### src/rtl/deq_pkg.sv
package deq_pkg;

  localparam int DEPTH_DEF = 16;
  localparam int DATA_W    = 32;
  localparam int OP_W      = 3;
  localparam int STAT_W    = 2;
  localparam int FILL_W    = 5;

  localparam logic [OP_W-1:0] OP_PUSH_FRONT = 3'd0;
  localparam logic [OP_W-1:0] OP_PUSH_BACK  = 3'd1;
  localparam logic [OP_W-1:0] OP_POP_FRONT  = 3'd2;
  localparam logic [OP_W-1:0] OP_POP_BACK   = 3'd3;
  localparam logic [OP_W-1:0] OP_CLEAR      = 3'd4;

  localparam logic [STAT_W-1:0] ST_OK    = 2'd0;
  localparam logic [STAT_W-1:0] ST_EMPTY = 2'd1;
  localparam logic [STAT_W-1:0] ST_FULL  = 2'd2;

  typedef struct packed {
    logic capture;
    logic exec;
    logic load;
  } cmd_t;

endpackage

### src/rtl/deq_ram.sv
module deq_ram #(
  parameter int WIDTH = deq_pkg::DATA_W,
  parameter int DEPTH = deq_pkg::DEPTH_DEF
) (
  input  logic                     clk,
  input  logic                     we,
  input  logic [$clog2(DEPTH)-1:0] waddr,
  input  logic [WIDTH-1:0]         wdata,
  input  logic                     re,
  input  logic [$clog2(DEPTH)-1:0] raddr,
  output logic [WIDTH-1:0]         rdata
);

  logic [WIDTH-1:0] mem [DEPTH];

  always_ff @(posedge clk) begin
    if (we) begin
      mem[waddr] <= wdata;
    end
    if (re) begin
      rdata <= mem[raddr];
    end
  end

endmodule

### src/rtl/deq_ctrl.sv
module deq_ctrl (
  input  logic           clk,
  input  logic           rst,
  input  logic           in_valid,
  output logic           in_ready,
  output logic           out_valid,
  input  logic           out_ready,
  output deq_pkg::cmd_t  cmd
);

  typedef enum logic [1:0] {
    IDLE,
    EXEC,
    LOAD
  } state_t;

  state_t state;
  logic   out_free;

  assign in_ready    = (state == IDLE);
  assign out_free    = !out_valid || out_ready;
  assign cmd.capture = in_valid && in_ready;
  assign cmd.exec    = (state == EXEC);
  assign cmd.load    = (state == LOAD) && out_free;

  always_ff @(posedge clk) begin
    if (rst) begin
      state     <= IDLE;
      out_valid <= 1'b0;
    end else begin
      unique case (state)
        IDLE: begin
          if (cmd.capture) begin
            state <= EXEC;
          end
        end
        EXEC: begin
          state <= LOAD;
        end
        LOAD: begin
          if (out_free) begin
            state <= IDLE;
          end
        end
        default: begin
          state <= IDLE;
        end
      endcase
      if (cmd.load) begin
        out_valid <= 1'b1;
      end else if (out_ready) begin
        out_valid <= 1'b0;
      end
    end
  end

endmodule

### src/rtl/deq_dp.sv
module deq_dp #(
  parameter int DEPTH = deq_pkg::DEPTH_DEF
) (
  input  logic                              clk,
  input  logic                              rst,
  input  deq_pkg::cmd_t                     cmd,
  input  logic        [deq_pkg::OP_W-1:0]   opcode,
  input  logic signed [deq_pkg::DATA_W-1:0] push_value,
  output logic signed [deq_pkg::DATA_W-1:0] pop_value,
  output logic        [deq_pkg::STAT_W-1:0] status,
  output logic        [deq_pkg::FILL_W-1:0] fill_after
);

  localparam int IW = $clog2(DEPTH);
  localparam int CW = $clog2(DEPTH + 1);
  localparam int DW = deq_pkg::DATA_W;
  localparam int FW = deq_pkg::FILL_W;
  localparam logic [IW-1:0] LAST = IW'(DEPTH - 1);
  localparam logic [CW-1:0] FULL = CW'(DEPTH);

  logic [deq_pkg::OP_W-1:0]   op_q;
  logic [DW-1:0]              val_q;
  logic [IW-1:0]              front_idx, front_idx_next;
  logic [IW-1:0]              back_idx, back_idx_next;
  logic [CW-1:0]              count, count_next;
  logic [deq_pkg::STAT_W-1:0] stat_q, stat_next;
  logic                       pop_ok_q, pop_ok_next;
  logic                       is_full, is_empty;
  logic [IW-1:0]              front_dec, front_inc, back_dec, back_inc;
  logic                       we, re;
  logic [IW-1:0]              waddr, raddr;
  logic [DW-1:0]              rdata;

  assign is_full   = (count == FULL);
  assign is_empty  = (count == '0);
  assign front_dec = (front_idx == '0) ? LAST : front_idx - 1'b1;
  assign front_inc = (front_idx == LAST) ? '0 : front_idx + 1'b1;
  assign back_dec  = (back_idx == '0) ? LAST : back_idx - 1'b1;
  assign back_inc  = (back_idx == LAST) ? '0 : back_idx + 1'b1;

  always_comb begin
    front_idx_next = front_idx;
    back_idx_next  = back_idx;
    count_next     = count;
    stat_next      = deq_pkg::ST_OK;
    pop_ok_next    = 1'b0;
    we             = 1'b0;
    re             = 1'b0;
    waddr          = back_idx;
    raddr          = front_idx;
    unique case (op_q)
      deq_pkg::OP_PUSH_FRONT: begin
        if (is_full) begin
          stat_next = deq_pkg::ST_FULL;
        end else begin
          front_idx_next = front_dec;
          waddr          = front_dec;
          we             = 1'b1;
          count_next     = count + 1'b1;
        end
      end
      deq_pkg::OP_PUSH_BACK: begin
        if (is_full) begin
          stat_next = deq_pkg::ST_FULL;
        end else begin
          back_idx_next = back_inc;
          waddr         = back_idx;
          we            = 1'b1;
          count_next    = count + 1'b1;
        end
      end
      deq_pkg::OP_POP_FRONT: begin
        if (is_empty) begin
          stat_next = deq_pkg::ST_EMPTY;
        end else begin
          front_idx_next = front_inc;
          raddr          = front_idx;
          re             = 1'b1;
          pop_ok_next    = 1'b1;
          count_next     = count - 1'b1;
        end
      end
      deq_pkg::OP_POP_BACK: begin
        if (is_empty) begin
          stat_next = deq_pkg::ST_EMPTY;
        end else begin
          back_idx_next = back_dec;
          raddr         = back_dec;
          re            = 1'b1;
          pop_ok_next   = 1'b1;
          count_next    = count - 1'b1;
        end
      end
      deq_pkg::OP_CLEAR: begin
        front_idx_next = '0;
        back_idx_next  = '0;
        count_next     = '0;
      end
      default: begin
      end
    endcase
  end

  deq_ram #(
    .WIDTH(DW),
    .DEPTH(DEPTH)
  ) u_ram (
    .clk  (clk),
    .we   (we && cmd.exec),
    .waddr(waddr),
    .wdata(val_q),
    .re   (re && cmd.exec),
    .raddr(raddr),
    .rdata(rdata)
  );

  always_ff @(posedge clk) begin
    if (rst) begin
      front_idx <= '0;
      back_idx  <= '0;
      count     <= '0;
    end else if (cmd.exec) begin
      front_idx <= front_idx_next;
      back_idx  <= back_idx_next;
      count     <= count_next;
    end
  end

  // beat payload and per-item results
  always_ff @(posedge clk) begin
    if (cmd.capture) begin
      op_q  <= opcode;
      val_q <= push_value;
    end
    if (cmd.exec) begin
      stat_q   <= stat_next;
      pop_ok_q <= pop_ok_next;
    end
    if (cmd.load) begin
      pop_value  <= pop_ok_q ? rdata : '0;
      status     <= stat_q;
      fill_after <= FW'(count);
    end
  end

endmodule

### src/rtl/double_ended_queue.sv
// channel   dir  handshake            payload
// in        in   in_valid/in_ready    opcode, push_value
// out       out  out_valid/out_ready  pop_value, status, fill_after
//
// one item at a time: accept, execute against the ring store, load result
// the store's registered read is issued in execute and its data taken at load
// a stalled output holds the result and blocks the next accept at load
// rst is synchronous; indexes and count clear, store contents are left as is
module double_ended_queue #(
  parameter int DEPTH = deq_pkg::DEPTH_DEF
) (
  input  logic                              clk,
  input  logic                              rst,
  input  logic                              in_valid,
  output logic                              in_ready,
  input  logic        [deq_pkg::OP_W-1:0]   opcode,
  input  logic signed [deq_pkg::DATA_W-1:0] push_value,
  output logic                              out_valid,
  input  logic                              out_ready,
  output logic signed [deq_pkg::DATA_W-1:0] pop_value,
  output logic        [deq_pkg::STAT_W-1:0] status,
  output logic        [deq_pkg::FILL_W-1:0] fill_after
);

  deq_pkg::cmd_t cmd;

  deq_ctrl u_ctrl (
    .clk      (clk),
    .rst      (rst),
    .in_valid (in_valid),
    .in_ready (in_ready),
    .out_valid(out_valid),
    .out_ready(out_ready),
    .cmd      (cmd)
  );

  deq_dp #(
    .DEPTH(DEPTH)
  ) u_dp (
    .clk       (clk),
    .rst       (rst),
    .cmd       (cmd),
    .opcode    (opcode),
    .push_value(push_value),
    .pop_value (pop_value),
    .status    (status),
    .fill_after(fill_after)
  );

endmodule

### config.mk
export PLATFORM = sky130hd
export DESIGN_NAME = double_ended_queue
export DESIGN_NICKNAME = d
export VERILOG_FILES = /design/src/rtl/deq_pkg.sv /design/src/rtl/deq_ram.sv /design/src/rtl/deq_ctrl.sv /design/src/rtl/deq_dp.sv /design/src/rtl/double_ended_queue.sv
export SDC_FILE = /design/constraint.sdc
export NUM_CORES = 1
export LEC_CHECK = 0
export BUFFER_PORTS_ARGS = -buffer_cell sky130_fd_sc_hd__buf_2
export CORE_MARGIN = 5
export CORE_UTILIZATION = 55
export DETAILED_ROUTE_END_ITERATION = 6
export GPL_TIMING_DRIVEN = 1
export HOLD_SLACK_MARGIN = 0.1
export PLACE_DENSITY = 0.76
export SLEW_MARGIN = 40
export SYNTH_ARGS = -nofsm -noshare
export SYNTH_HDL_FRONTEND = slang
export SYNTH_HIERARCHICAL = 1
export SYNTH_SLANG_ARGS = --single-unit
### constraint.sdc
create_clock -name clk -period 9.91 [get_ports clk]
set_input_delay 0.4955 -clock clk [delete_from_list [all_inputs] [get_ports clk]]
set_output_delay 0.4955 -clock clk [all_outputs]
set_load 0.05 [all_outputs]
* After elaboration in Yosys (flattened, before gate mapping) *
Memories as Yosys holds them, arrays and structs flattened. A register that Yosys moved wholly into a read port is not among the register bits.
Cells that the tools add are included.

word-level totals
  output and inout port bits = 41
  bits in latches = 0
  memories = 1
  register bits = 93
  bits of input ports = 39
  bits in read-only memories = 0
  memory bits (writable) = 512

cells by class
  divide/modulo/power cells = 0
  shifts and indexed selects = 0
  add/sub/neg operators = 6
  muxes and demuxes = 31
  bitwise operators = 0
  multipliers = 0
  reduce and logical (&&, ||, !) cells = 21
  eq/ne operators = 17
  order comparisons = 0

memories
  memory          depth  width  rd ports  clocked after memory_dff  wr ports  RTL line       source
  u_dp.u_ram.mem  16     32     1         1                         1         deq_ram.sv:14  logic [WIDTH-1:0] mem [DEPTH];

operator list
  cell                   count
  $mux W4                12
  $pmux W4 S3            2
  $pmux W5 S3            1
  $ne A2 B2 Y1 const B   7
  $reduce_and A4 Y1      3
  $mux W5                2
  $mux W1                9
  $reduce_bool A3 Y1     3
  $add A4 B1 Y4 const B  2
  $eq A4 B4 Y1 const B   2
  $logic_not A4 Y1       2
  $sub A4 B1 Y4 const B  2
  $eq A3 B2 Y1 const B   2
  $mux W2                3
  $pmux W2 S3            1
  $add A5 B1 Y5 const B  1
  $eq A5 B5 Y1 const B   1
  $logic_not A5 Y1       1
  $sub A5 B1 Y5 const B  1
  $logic_and A1 B1 Y1    4
  $pmux W2 S2            1
  $reduce_or A2 Y1       2
  $eq A3 B1 Y1 const B   1
  $eq A3 B3 Y1 const B   1
  9 further kinds        9

* Longest topological paths before layout *
Gate-level depths: netlist (run 1).

  depth in word-level cells = 6
  gate-level depth with buffers = 12

* Hierarchy *
Netlist (run 1), hierarchy kept.

by module, submodules not included
  module    cells each  times used  area an instance (µm²)  seq. area each (µm²)
  deq_ram   838         1           20155.6                 16335.7
  deq_dp    283         1           3802.4                  2572.5
  deq_ctrl  13          1           138.9                   60.1

* Worst setup path before layout (run 1) *
No wires, ideal clock.

  path type = flip-flop to flip-flop
  start = register u_dp.count[0]
  end = memory u_dp/u_ram/mem[0][0] (netlist name), enable pin
  stages on the path, launching flop included = 8
  path slack = 5277 ps
  library setup time = 461 ps
  path buffers = 1
  required time = 9449 ps
  arrival = 4172 ps
  clock period less this slack = 4633 ps
  cell sequence = dfxtp_1 nor4_4 nand2_1 and3_1 clkbuf_1 mux2_2 or3b_2 nor3_1

between the ends
  elaborated cells on any way between the ends = 8

RTL lines
  item                    RTL line       source
  start, declared         deq_dp.sv:25   logic [CW-1:0] count, count_next;
  start signal, assigned  deq_dp.sv:125  count <= count_next;
  $eq A5 B5 Y1            deq_dp.sv:34   assign is_full = (count == FULL);
  $mux W4                 deq_dp.sv:53   if (is_full) begin
  $mux W4                 --
  net u_dp.waddr[3]       deq_dp.sv:31   logic [IW-1:0] waddr, raddr;
  end, declared           deq_ram.sv:14

The timed path passes the listed nets, and every way through them passes these cells.

* Worst setup path in the final report (run 1) *
  start = register u_dp/op_q[1] (netlist name)
  end = register u_dp.u_ram.rdata[15], read port of u_dp.u_ram.mem (data pin)

between the ends
  word-level cells in the longest chain between the ends = 4
  elaborated cells on any way between the ends = 6

ends and longest elaborated chain
  item                          RTL line       source
  start, declared               deq_dp.sv:21   logic [deq_pkg::OP_W-1:0] op_q;
  start signal, assigned        deq_dp.sv:132  op_q <= opcode;
  $eq A3 B2 Y1                  --
  $reduce_or A2 Y1 (no line) *  --
  $mux W1 *                     --
  net u_dp.pop_ok_next          deq_dp.sv:27   logic pop_ok_q, pop_ok_next;
  $logic_and A1 B1 Y1 *         deq_dp.sv:112  .re (re && cmd.exec),
  end, declared                 deq_ram.sv:11  output logic [WIDTH-1:0] rdata

Mark *: on every way through the listed nets, which the timed path passes. The rest lies on a longest branch.
A chain may end at the register's enable or synchronous reset.

==> metrics, run 1 <==
part of the power in combinational logic 3.8%; layout cells sized above 1 27.7%; Yosys reg bits 637; Routed wire per std cell 27.0 um; GP Congestion slightly above 0.8; top post-synthesis cells by area edfxtp_1 77%, mux4_2 12%, a22oi_1 2.0%, dfxtp_1 1.3%, and2_1 0.88%; placed cells 1774; H-tree depth 2; Synth Instances around 1100; Inserted Diodes 0; Final min period between 4 and 5 ns; GRT Util Overall 22.0%; Final Cycle Share 43.8%; Placeable Area 43200 um^2; Arrival @ worst endpoint 4.70 ns; area leader, netlist edfxtp_1; setup slack, reg-to-reg 5.57 ns; CP Capture Type flip-flop; Netlist cell types between 50 and 60; Inserted Clock Buffers 60; number of flops mapped to enable cells by yosys roughly 620; status finished, final reports clean; CTS root buffer clkbuf_16; startpoint types flip-flop; pin count of the biggest net entering global routing 72; Slew HR a little over two fifths; GRT Residual Overflow 0; vias in the first global route 12100; post-route ant nets 0; post-place setup slack 5.65 ns; Hold Slack between 0.1 and 0.15 ns; Async S/R FF share, synth 0%; met2 Track Usage GR between 30% and 40%; final setup TNS 0 ns; CTS sink count 637; first-pass GRT wire length between 70000 and 80000 um; IO Count 80; WS Path Type reg2reg; wirelength, routed 51800 um; synth warn 6; synth cell count leaders 621 x edfxtp_1, 128 x mux4_2, 64 x a22oi_1; residual DRC count 0; met1 GRT Util a little under a third; Pre-Repair DR Iteration Count 5; Leak ~9 nW; via count 11700; ys flop type edfxtp_1; Clock Power Share ~42%; skew final roughly 0.015 ns; setup slack after layout 5.57 ns; Max VDD drop about 0.13 mV; Post-CTS Resized 0; Seq/Total Area, Yosys 78.7%; top-area cell type share of the netlist area 77.4%; Switching Share 20.3%; DRT iter0 DRCs 1421; Clock Pin Slew Worst Setup and Hold Paths 0.06 ns; fin cells ~1900; initial antenna violation count 1; vias per cell 6.10; syn_nets 1181; count leader, synth edfxtp_1; Design Power 5.62 mW; Die Span X 219 um; final slew viol count 0; Clock Latency Late Sink just over 0.6 ns; # nets final 1332; initial core utilization 55.8%; CTS tree done; sequential share of power 53.9%; CP Data Required Time between 10 and 15 ns; Final setup viols 0; area grow syn2layout 15.3%; Port-buffer cells 79; fmax 230 MHz; CP max FO 71; RSZ-0062 raised after global routing no; die area 48100 um^2; P_int 4.48 mW; met3 GRT Util 3.71%; dpl hpwl between 20000 and 30000 um; Mean Syn Cell Area between 20 and 25 um^2; Mapped Area 24100 um^2; Slew @ Worst Pin 0.868 ns; Chip Height 219 um; Final Hold Viols 0; FP Rows 76; Hold Path Class in2reg; clock buffer depth 3; power per cell area 202 nW/um^2; Max Cap Viol 0; Switch Pwr 1.14 mW; grt peak-use layer met2
routing by layer:
metal,share of wire [%],vias to the layer above
met4,2.6,0
met3,9.5,92
met1,38,6022
met5,0,-
met2,50,609
li1,-,5004
what timing repair did:
item,CTS,global route
buffers inserted,0,0
hold buffers,34,0
endpoints found under the hold margin,34,0
logic make-up after synthesis:
logic type / after synthesis / share of synthesized area, %
XOR/XNOR: 7 / 0.254
adder cells (fa/ha/maj): 8 / 0.415
AND/OR/NAND/NOR: 156 / 3.43
buffers and inverters: 65 / 1.27
multiplexers: 133 / 12.2
AO/OA/AOI/OAI: 128 / 3.73
flip-flops: 637 / 78.7
through the flow:
stage / util [%] / cell area, um^2
2_1_floorplan: - / 24100
3_3_place_gp: 58.7 / 25400
3_5_place_dp: 58.8 / 25400
4_1_cts: 64.4 / 27800
5_1_grt: 64.4 / 27800
6_report: 64.4 / 27800
cell usage in the layout, fill, tap and decap left out, types with 5 or more instances in the layout:
cell type,n
nor2_4,13
o21ai_0,13
nor3_1,10
a21oi_1,18
ha_1,8
edfxtp_1,621
clkbuf_16,62
dfxtp_1,16
clkbuf_1,5
dlygate4sd3_1,34
buf_4,27
and2_1,32
clkinv_2,12
a22oi_1,64
inv_1,10
buf_2,79
clkinv_1,16
bufinv_16,10
mux4_2,128
nand2_1,46
nor2_1,15
nand2b_1,7
power groups by stage:
stage / sequential, mW / combinational, mW / clock, mW
after floorplan: 3.08 / 0.136 / 0
after global placement: 3.08 / 0.197 / 0
after detailed placement: 3.08 / 0.202 / 0
after CTS: 3.03 / 0.214 / 2.42
after global routing: 3.03 / 0.230 / 2.54
final: 3.03 / 0.213 / 2.38
path summary, 6_finish.rpt:
check | cells past startpoint | start | to
hold / removal | 1 | push_value[30] | u_dp/val_q[30]
setup reg to reg | 10 | u_dp/op_q[1] | u_dp/u_ram/rdata[15]
hold reg to reg | 0 | u_dp/stat_q[0] | u_dp/status[0]
setup / recovery | 10 | u_dp/op_q[1] | u_dp/u_ram/rdata[15]
final cells by class:
type                    instances  area [um^2]
repair buffers                143          972
flip-flops and latches        637        19000
clock buffers                  67         1570
multi-input cells             432         5010
fillers                      2835        15400
clock inverters                47          502
well taps                     585          732
inverters                      11         41.3
worst max-delay path, cell delays in order (launching register included):
cell and delay [ns]:
edfxtp_1 0.69, nand2b_1 0.26, inv_2 0.22, o21a_1 0.19, nand2_1 0.23, o21ai_4 0.22, buf_6 0.59, buf_4 0.81
mux4_2 0.42, a22oi_1 0.26, nand2_1 0.10
state kept, by name, summed over array words and instances (netlist names):
name,flops
u_dp/back_idx,4
u_dp/pop_ok_q,1
u_ctrl/out_valid,1
u_dp/u_ram/rdata,32
u_dp/u_ram/mem,512
u_dp/fill_after,5
u_dp/front_idx,4
u_dp/count,5
u_dp/val_q,32
u_dp/pop_value,32
u_dp/op_q,3
u_dp/stat_q,2
u_dp/status,2
u_ctrl/state,2
(Power assumes the default switching activity.)
==> run 2: changes to the inputs <==
==> constraint.sdc (replaced) <==
create_clock -name clk -period 4.4 [get_ports clk]
set_input_delay 0.22 -clock clk [delete_from_list [all_inputs] [get_ports clk]]
set_output_delay 0.22 -clock clk [all_outputs]
set_load 0.05 [all_outputs]
==> metrics, run 2 (synthesis results as in run 1) <==
CP Capture Type flip-flop; residual DRC count 0 (unchanged); final slew viol count 0 (unchanged); Leak 8.85 nW (+0.42%); RSZ-0062 raised after global routing no; Slew HR 48.7% (+6.5 points); via count 11800 (+0.42%); CP max FO 32 (-55%); Biggest register u_dp/u_ram/mem; Hold Path Class in2reg; Final Hold Viols 0 (unchanged); most frequent cells in the layout 621 x edfxtp_1, 128 x mux4_2, 79 x buf_2, 64 x a22oi_1, 60 x clkbuf_16; Final Cycle Share 80.3% (+37 points); Chip Height 219 um (unchanged); hold_buf cts 38 (+12%); Clock Pin Slew Worst Setup and Hold Paths 0.06 ns (about the same); CTS sink count 637 (unchanged); skew final 0.0212 ns (+0.00593 ns); CTS tree done; CP Cell Sequence nand2b_1 -> inv_2 -> o21a_1 -> nand2_1 -> a21oi_4 -> buf_4 -> mux4_2 -> a22oi_1 -> nand2_1; dpl hpwl 25900 um (+1.5%); IO Count 80 (unchanged); GRT Util Overall 21.4% (-0.57 points); Buf+Inv Stages, Crit Path 2 (-1); Post-CTS Resized 0 (unchanged); power per cell area 445 nW/um^2 (+120%); Util after Layout 64.6% (+0.22 points); vias in the first global route 12000 (-0.85%); Hold Slack 0.300 ns (+0.166 ns); Port-buffer cells 79 (unchanged); commonest non-fill, non-tap cell in the layout edfxtp_1; clock buffer depth 3 (unchanged); CP Data Required Time 4.76 ns (-5.50 ns); Inserted Diodes 0 (unchanged); status finished, final reports clean; startpoint types flip-flop; first-pass GRT wire length 75600 um (-2.2%); initial antenna violation count 1 (unchanged); DRT iter0 DRCs 1317 (-7.3%); layout cells sized above 1 27.6% (-0.070 points); CTS root buffer clkbuf_16; pin count of the biggest net entering global routing 46 (-36%); register area 19000 um^2 (unchanged); H-tree depth 2 (unchanged); # nets final 1343 (+0.83%); Final setup viols 0 (unchanged); Routed wire per std cell 26.2 um (-3.0%); Largest register FFs 512 (unchanged); Slew @ Worst Pin 0.770 ns (-0.0980 ns); GRT Residual Overflow 0 (unchanged); post-route ant nets 0 (unchanged); multi-input logic area 5000 um^2 (-0.22%); Crit path max-delay family buffers and inverters; Final min period 3.53 ns (-0.807 ns); vias per cell 6.10 (about the same); wirelength, routed 50500 um (-2.6%); Inserted Clock Buffers 60 (unchanged); Die Span X 219 um (unchanged); slowest CP cell edfxtp_1; FP Rows 76 (unchanged); fmax 283 MHz (+23%); Fill cells 2842 (+0.25%); Clock Latency Late Sink 0.63 ns (about the same); Placeable Area 43200 um^2 (unchanged); die area 48100 um^2 (unchanged); area grow syn2layout 15.7%; Pre-Repair DR Iteration Count 5 (unchanged); Max VDD drop 0.316 mV (+150%); Arrival @ worst endpoint 3.90 ns (-0.80 ns); WS Path Type reg2reg; CP dominant cell by count nand2_1; final setup TNS 0 ns (unchanged); post-CTS setup buffers 0 (unchanged); max incr delay on CP 0.67 ns (-0.14 ns); initial core utilization 55.8% (unchanged); Max Cap Viol 0 (unchanged); GP Congestion 0.854 (+5.7%)
run 2: cell count changes in the layout (fill, tap and decap cells not counted), sizes merged:
cell and change:
buf +7, bufinv -3, clkbuf +3, inv +1
clkinv -4, dlygate4sd3 +4, clkinvlp -1
run 2: power breakdown:
group / switching, mW / internal (mW)
Clock: 2.19 / 2.92
Sequential: 0.0958 / 6.73
Combinational: 0.271 / 0.220
run 2: metal layers:
metal | GRT usage, % | share of wire [%]
met5 | 0 | 0
met4 | 5.69 | 2.3
met3 | 4.80 | 9.4
met2 | 34.3 | 48
met1 | 30.4 | 40
run 2: metrics by stage:
stage | total power [mW] | setup WS (ns) | area, um^2 | cells
after global placement | 7.40 | 0.949 | 25600 | 1781
after detailed placement | 7.42 | 0.878 | 25600 | 1781
final | 12.4 | 0.866 | 27900 | 1929
after floorplan | 7.25 | 0.0324 | 24100 | 1134
after global routing | 12.8 | 0.532 | 27900 | 1929
after CTS | 12.5 | 0.862 | 27900 | 1929
run 2: worst paths after layout:
kind / start / endpoint / slack [ns] / cells after the start
setup / recovery: u_dp/op_q[1] / u_dp/u_ram/rdata[12] / 0.87 / 9
hold / removal: push_value[28] / u_dp/val_q[28] / 0.30 / 2
setup reg to reg: u_dp/op_q[1] / u_dp/u_ram/rdata[12] / 0.87 / 9
hold reg to reg: u_dp/stat_q[0] / u_dp/status[0] / 0.42 / 0
run 2: worst register-to-register path, cell delays in order (launching register included):
cell and delay, ns:
edfxtp_1 0.67, nand2b_1 0.24, inv_2 0.23, o21a_1 0.18, nand2_1 0.21, a21oi_4 0.25, buf_4 0.54, mux4_2 0.65
a22oi_1 0.21, nand2_1 0.08
run 2: final cells by class:
cell class	count	share of cell area (%)
multi-input combinational	432	17.9
timing repair buffer	154	4.32
inverter	11	0.148
sequential	637	68.0
clock buffer	70	5.52
tap	585	2.62
clock inverter	40	1.46
